==> config.mk <==
export PLATFORM = sky130hd
export DESIGN_NAME = rgb565_alpha_blend_core
export DESIGN_NICKNAME = d
export VERILOG_FILES = /design/src/rtl/rgb_ab_pkg.sv /design/src/rtl/rgb565_alpha_blend_core.sv /design/src/rtl/rgb_ab_scale.sv
export SDC_FILE = /design/constraint.sdc
export NUM_CORES = 1
export LEC_CHECK = 0
export ABC_AREA = 1
export BUFFER_PORTS_ARGS = -buffer_cell sky130_fd_sc_hd__buf_2
export CAP_MARGIN = 20
export CELL_PAD_IN_SITES_DETAIL_PLACEMENT = 1
export CELL_PAD_IN_SITES_GLOBAL_PLACEMENT = 1
export CORE_MARGIN = 5
export CORE_UTILIZATION = 50
export CTS_CLUSTER_SIZE = 20
export DETAILED_ROUTE_END_ITERATION = 12
export GPL_TIMING_DRIVEN = 0
export PLACE_DENSITY_LB_ADDON = 0.3
export SKIP_LAST_GASP = 1
export SYNTH_ARGS = -nofsm -noshare
export SYNTH_HDL_FRONTEND = slang
export SYNTH_SLANG_ARGS = --single-unit
==> constraint.sdc <==
create_clock -name clk -period 10.3 [get_ports clk]
set_input_delay 2.575 -clock clk [delete_from_list [all_inputs] [get_ports clk]]
set_output_delay 2.575 -clock clk [all_outputs]
set_load 0.01 [all_outputs]
==> src/rtl/rgb_ab_pkg.sv <==
`default_nettype none

package rgb_ab_pkg;

  localparam logic [4:0]  ALPHA_FULL  = 5'd31;
  localparam logic [11:0] RECIP31     = 12'd2115;
  localparam int          RECIP_SHIFT = 16;

  typedef enum logic [1:0] {
    MODE_MATTE = 2'd0,
    MODE_DEST  = 2'd1,
    MODE_MAX   = 2'd2,
    MODE_RAW   = 2'd3
  } mode_t;

  typedef enum logic {
    CFG_MODE  = 1'b0,
    CFG_MATTE = 1'b1
  } cfg_idx_t;

  typedef struct packed {
    logic [4:0] r;
    logic [5:0] g;
    logic [4:0] b;
  } rgb_t;

  typedef struct packed {
    logic [9:0]  r;
    logic [10:0] g;
    logic [9:0]  b;
  } prod_t;

  typedef struct packed {
    logic load_mul;
    logic load_div;
  } scale_ctl_t;

  typedef struct packed {
    logic  a_zero;
    logic  a_full;
    rgb_t  src;
    logic [15:0] dest;
  } side_t;

  // Exact floor(p / 31) for p up to 63 * 31.
  function automatic logic [5:0] div31(input logic [10:0] p);
    logic [22:0] m;
    m = 23'(p) * 23'(RECIP31);
    return m[RECIP_SHIFT+5:RECIP_SHIFT];
  endfunction

endpackage

`default_nettype wire

==> src/rtl/rgb565_alpha_blend_core.sv <==
`default_nettype none

// Channel   Direction  Handshake              Payload
// in_       request    in_valid / in_ready    pos_x, pos_y, src_color, src_alpha, dest_pixel
// out_      result     out_valid / out_ready  x, y, write_enable, color
// cfg_      write      cfg_we                 cfg_index, cfg_data
//
// One request per cycle is accepted while in_ready is high; a stall at out_ready can hold it.
// The pipeline has four register stages: input decode, channel multiply,
// division by 31 through a reciprocal multiply, and the final mix in the output register.
// Reset clears the valid bits and the registers to mode 0 with a black matte.
// A stall holds each full stage with no empty stage after it; empty stages still fill, so bubbles are squeezed out.
module rgb565_alpha_blend_core #(
  parameter int COORD_WIDTH = 10
) (
  input  wire logic                   clk,
  input  wire logic                   rst_n,
  input  wire logic                   in_valid,
  output logic                        in_ready,
  input  wire logic [COORD_WIDTH-1:0] in_pos_x,
  input  wire logic [COORD_WIDTH-1:0] in_pos_y,
  input  wire logic [15:0]            in_src_color,
  input  wire logic [7:0]             in_src_alpha,
  input  wire logic [15:0]            in_dest_pixel,
  output logic                        out_valid,
  input  wire logic                   out_ready,
  output logic [COORD_WIDTH-1:0]      out_x,
  output logic [COORD_WIDTH-1:0]      out_y,
  output logic                        out_write_enable,
  output logic [15:0]                 out_color,
  input  wire logic                   cfg_we,
  input  wire logic                   cfg_index,
  input  wire logic [15:0]            cfg_data
);
  import rgb_ab_pkg::*;

  mode_t       mode_r;
  logic [15:0] matte_r;

  always_ff @(posedge clk) begin
    if (!rst_n) begin
      mode_r  <= MODE_MATTE;
      matte_r <= '0;
    end else if (cfg_we) begin
      case (cfg_idx_t'(cfg_index))
        CFG_MODE:  mode_r  <= mode_t'(cfg_data[1:0]);
        CFG_MATTE: matte_r <= cfg_data;
        default:   mode_r  <= mode_r;
      endcase
    end
  end

  logic v1_r, v2_r, v3_r, v4_r;
  logic en1, en2, en3, en4;

  assign en4      = !v4_r || out_ready;
  assign en3      = !v3_r || en4;
  assign en2      = !v2_r || en3;
  assign en1      = !v1_r || en2;
  assign in_ready = en1;

  always_ff @(posedge clk) begin
    if (!rst_n) begin
      v1_r <= 1'b0;
      v2_r <= 1'b0;
      v3_r <= 1'b0;
      v4_r <= 1'b0;
    end else begin
      if (en1) v1_r <= in_valid;
      if (en2) v2_r <= v1_r;
      if (en3) v3_r <= v2_r;
      if (en4) v4_r <= v3_r;
    end
  end

  // Stage 1: cut alpha to five bits and pick the second color to mix.
  logic [4:0]  alpha_nxt;
  logic [15:0] oth_nxt;

  assign alpha_nxt = in_src_alpha[7:3];

  always_comb begin
    case (mode_r)
      MODE_MATTE: oth_nxt = matte_r;
      MODE_DEST:  oth_nxt = in_dest_pixel;
      default:    oth_nxt = '0;
    endcase
  end

  logic [COORD_WIDTH-1:0] x1_r, y1_r, x2_r, y2_r, x3_r, y3_r;
  side_t      side1_r, side2_r, side3_r;
  rgb_t       src1_r, oth1_r;
  logic [4:0] wa1_r, wo1_r;

  always_ff @(posedge clk) begin
    if (en1) begin
      x1_r           <= in_pos_x;
      y1_r           <= in_pos_y;
      side1_r.a_zero <= (alpha_nxt == '0);
      side1_r.a_full <= (alpha_nxt == ALPHA_FULL);
      side1_r.src    <= rgb_t'(in_src_color);
      side1_r.dest   <= in_dest_pixel;
      src1_r         <= rgb_t'(in_src_color);
      oth1_r         <= rgb_t'(oth_nxt);
      wa1_r          <= alpha_nxt;
      wo1_r          <= ALPHA_FULL - alpha_nxt;
    end
  end

  always_ff @(posedge clk) begin
    if (en2) begin
      x2_r    <= x1_r;
      y2_r    <= y1_r;
      side2_r <= side1_r;
    end
    if (en3) begin
      x3_r    <= x2_r;
      y3_r    <= y2_r;
      side3_r <= side2_r;
    end
  end

  // Stages 2 and 3: multiply each channel by its weight, then divide by 31.
  scale_ctl_t sctl;
  rgb_t       src_sc, oth_sc;

  assign sctl.load_mul = en2;
  assign sctl.load_div = en3;

  rgb_ab_scale u_scale_src (
    .clk    (clk),
    .ctl    (sctl),
    .color  (src1_r),
    .weight (wa1_r),
    .scaled (src_sc)
  );

  rgb_ab_scale u_scale_oth (
    .clk    (clk),
    .ctl    (sctl),
    .color  (oth1_r),
    .weight (wo1_r),
    .scaled (oth_sc)
  );

  // Stage 4: add the two halves per channel and apply the mode, unless alpha is zero or full.
  rgb_t        sum;
  logic [15:0] color_nxt;
  logic        we_nxt;

  assign sum.r = src_sc.r + oth_sc.r;
  assign sum.g = src_sc.g + oth_sc.g;
  assign sum.b = src_sc.b + oth_sc.b;

  always_comb begin
    we_nxt = 1'b1;
    if (side3_r.a_zero) begin
      we_nxt    = 1'b0;
      color_nxt = '0;
    end else if (side3_r.a_full) begin
      color_nxt = side3_r.src;
    end else begin
      case (mode_r)
        MODE_MATTE, MODE_DEST: color_nxt = sum;
        MODE_MAX: begin
          color_nxt = (src_sc < side3_r.dest) ? side3_r.dest : src_sc;
        end
        default: color_nxt = src_sc;
      endcase
    end
  end

  logic [COORD_WIDTH-1:0] x4_r, y4_r;
  logic                   we4_r;
  logic [15:0]            color4_r;

  always_ff @(posedge clk) begin
    if (en4) begin
      x4_r     <= x3_r;
      y4_r     <= y3_r;
      we4_r    <= we_nxt;
      color4_r <= color_nxt;
    end
  end

  assign out_valid        = v4_r;
  assign out_x            = x4_r;
  assign out_y            = y4_r;
  assign out_write_enable = we4_r;
  assign out_color        = color4_r;

  a_transparent_black: assert property (@(posedge clk) disable iff (!rst_n)
    out_valid && !out_write_enable |-> out_color == '0)
    else $error("transparent result carries a color");

  a_ready_when_room: assert property (@(posedge clk) disable iff (!rst_n)
    !v1_r |-> in_ready)
    else $error("request refused with an empty first stage");

  a_full_stall: assert property (@(posedge clk) disable iff (!rst_n)
    v1_r && v2_r && v3_r && v4_r && !out_ready |-> !in_ready)
    else $error("request taken while the pipeline is full and stalled");

  a_advance: assert property (@(posedge clk) disable iff (!rst_n)
    v3_r && !v4_r |=> v4_r)
    else $error("result did not move into an empty output stage");

endmodule

`default_nettype wire

==> src/rtl/rgb_ab_scale.sv <==
`default_nettype none

module rgb_ab_scale (
  input  wire logic                    clk,
  input  wire rgb_ab_pkg::scale_ctl_t  ctl,
  input  wire rgb_ab_pkg::rgb_t        color,
  input  wire logic [4:0]              weight,
  output rgb_ab_pkg::rgb_t             scaled
);
  import rgb_ab_pkg::*;

  prod_t prod_r;
  rgb_t  quot_r;

  always_ff @(posedge clk) begin
    if (ctl.load_mul) begin
      prod_r.r <= 10'(color.r) * 10'(weight);
      prod_r.g <= 11'(color.g) * 11'(weight);
      prod_r.b <= 10'(color.b) * 10'(weight);
    end
  end

  always_ff @(posedge clk) begin
    if (ctl.load_div) begin
      quot_r.r <= 5'(div31(11'(prod_r.r)));
      quot_r.g <= div31(prod_r.g);
      quot_r.b <= 5'(div31(11'(prod_r.b)));
    end
  end

  assign scaled = quot_r;

endmodule

`default_nettype wire
==> impl_metrics.env <==
export IMPL_outcome="finished clean"
export IMPL_crit_fanout=39
export IMPL_layout_drive_gt1_share=0.0791
export IMPL_synth_top_area_cell="edfxtp_1"
export IMPL_ys_seq_elements=341
export IMPL_setup_viol=0
export IMPL_syn_area_sq_um=25100
export IMPL_cts_buffers=39
export IMPL_cts_clk_slew_worst_paths_ns=0.06
export IMPL_postCtsSetupBuffers=0
export IMPL_place_ws_ns=3.05
export IMPL_post_drt_via_cell_ratio=5.43
export IMPL_ys_warnings_count=0
export IMPL_cts_repair_resized=0
export IMPL_rows=82
export IMPL_htree_levels=2
export IMPL_grt_pass1_vias=20200
export IMPL_die_w_um=234
export IMPL_worstPathRequired_ns=7.73
export IMPL_syn_inst=2481
export IMPL_fin_crit_ns=7.26
export IMPL_grt_first_pass_wirelength_mm=105
export IMPL_first_pass_iters=5
export IMPL_die_area_sq_um=54800
export IMPL_hold_class="reg2reg"
export IMPL_synth_edf_count=319
export IMPL_cts_sinks=341
export IMPL_crit_path_end_kind="output port"
export IMPL_die_h_um=234
export IMPL_ios=121
export IMPL_finalSetupTns_ns=0
export IMPL_yosys_top_cells_count="ha_1 (486), inv_1 (444), nand2_1 (415), edfxtp_1 (319), a21oi_1 (142)"
export IMPL_nNetsFinal=3304
export IMPL_syn_num_nets=3144
export IMPL_cts_tree="built"
export IMPL_dpl_hpwl_mm=51.8
export IMPL_worstHoldStart="side1_r[0]"
export IMPL_relSlewSlack=0.362
export IMPL_synth_seq_area_share=0.399
export IMPL_synth_area_per_cell_sq_um=10.1
export IMPL_max_freq_mhz=138
export IMPL_synth_cell_types=44
export IMPL_grt_total_usage=0.242
export IMPL_initial_core_util=0.503
export IMPL_gp_congestion=0.881
export IMPL_wire_per_inst_um=19.6
export IMPL_hold_violations=0
export IMPL_p_leak_nw=14.8
export IMPL_cts_max_path_buffers=3
export IMPL_drc=0
export IMPL_fill_cells=5606
export IMPL_drt_total_wl_mm=65.5
export IMPL_antenna_found_initial=0
export IMPL_async_reset_ff_frac=0
export IMPL_synth_top_cell_area_share=0.381
export IMPL_rsz0062_at_grt="no"
export IMPL_grt_max_degree=74
export IMPL_worstPathArrival_ns=4.68
export IMPL_port_buffers=116
export IMPL_cts_hold_buffers=0
export IMPL_fin_ws_ns=3.04
export IMPL_num_vias=18200
export IMPL_fin_crit_sh=0.705
export IMPL_r2r_start="wo1_r[4]"
export IMPL_worst_slew_pin_slew_ns=0.957
export IMPL_area_growth_pct=10.9
export IMPL_drtIter0Drc=856
export IMPL_synthFlopType="edfxtp_1"
export IMPL_synth_area_top_cells="edfxtp_1 (38%), ha_1 (24%), fa_1 (7.6%)"
export IMPL_startpoint_type="primary input"
export IMPL_overflow=0
export IMPL_slew_violations=0
export IMPL_power_density_nw_per_um2=234
export IMPL_core_region_area_sq_um=50000
export IMPL_ant_nets=0
export IMPL_clock_latency_ns=0.56
export IMPL_critical_path_class="in2out"
export IMPL_finClkSkew_ns=0.0205
export IMPL_cts_root_buf="clkbuf_16"
export IMPL_cap_violations=0
export IMPL_crit_path_start="out_ready"
export IMPL_yosysMostFrequentCell="ha_1"
export IMPL_peakVddDrop_uv=243
export IMPL_antennaDiodeCount=0
[final timing paths]
path	depth (start not counted)	slack, ns	endpoint
setup reg to reg	12	5.78	u_scale_oth.prod_r[17]
hold reg to reg	0	0.41	side2_r[0]
setup / recovery	8	3.04	in_ready
hold / removal	0	0.41	side2_r[0]
[flip-flops by register name, indices dropped and copies added (netlist names), 10 cells and up]
| register | flops |
|---|---|
| y2_r | 10 |
| src1_r | 16 |
| x2_r | 10 |
| out_x | 10 |
| u_scale_src.scaled | 16 |
| u_scale_oth.prod_r | 31 |
| u_scale_oth.scaled | 16 |
| matte_r | 16 |
| x3_r | 10 |
| side2_r | 34 |
| y1_r | 10 |
| x1_r | 10 |
| out_y | 10 |
| oth1_r | 16 |
| side1_r | 18 |
| u_scale_src.prod_r | 31 |
| out_color | 16 |
| y3_r | 10 |
| side3_r | 34 |
[per-layer routing]
layer,up-vias,GRT usage,routed length [um]
met5,-,0,0
met4,0,0.0863,2240
met3,123,0.0317,2500
met2,373,0.438,33400
met1,8937,0.296,27400
li1,8721,-,-
[worst max-delay path: stages]
cell and delay [ns]:
buf_2 0.10, nor2_1 0.12, inv_2 0.36, nor2_1 0.36
inv_4 0.17, nor2_1 0.42, nand2_4 0.32, buf_2 0.25
[layout by cell type (no fill, tap or decap), drive strengths merged, types with 2 or more instances in the layout]
cell      n
a211oi    4
xor2     55
o211ai   13
clkinv   16
nor4     13
o22ai     2
clkbuf   82
dfxtp    22
a21boi    2
nand2   418
nor3     14
a21oi   153
nand4    29
inv     447
a41oi     3
fa       95
a31oi     3
nor2     95
edfxtp  319
nand3   109
nand3b    2
o31ai     2
or2       8
buf     126
a221oi    4
o21ai   109
ha      486
a21o     11
o21bai    9
o21a      4
xnor2     9
[through the flow]
stage	std cells	total power [W]	cell area, sq um	hold slack (ns)	util
finish	3341	0.00651	27800	0.413	0.557
global placement	3269	0.00492	26500	0.400	0.531
floorplan	2481	0.00416	25100	0.400	-
global route	3341	0.00710	27800	0.417	0.557
CTS	3341	0.00657	27800	0.414	0.557
detailed placement	3272	0.00516	26600	0.406	0.533
[cells by family (layout without fill, tap and decap cells)]
group                      count (synthesis)  after routing  synth area share
AOI/OAI and AO/OA                        321            321            0.0720
xor gates and xnor gates                  64             64            0.0223
adders and majority gates                581            581             0.318
buffers and inverters                    485            673            0.0735
DFF                                      341            341             0.399
and+or+nand+nor                          689            689             0.115
[power breakdown]
part	internal, W	leakage [nW]	switching [W]
sequential	0.00177	3.67	0.000250
combinational	0.00122	10.5	0.00193
clock	0.000763	0.599	0.000574
total	0.00375	14.8	0.00276
[final cells by class]
class | count | area (sq um) | share of cell area
sequential | 341 | 10000 | 0.360
buffer | 39 | 173 | 0.00620
multi-input combinational | 1655 | 13300 | 0.476
inverter | 446 | 1680 | 0.0603
clock buffer | 50 | 1070 | 0.0384
tap | 672 | 841 | 0.0302
clock inverter | 19 | 143 | 0.00512
timing repair buffer | 119 | 663 | 0.0238
Note: power is estimated with default switching activity, not from simulation.
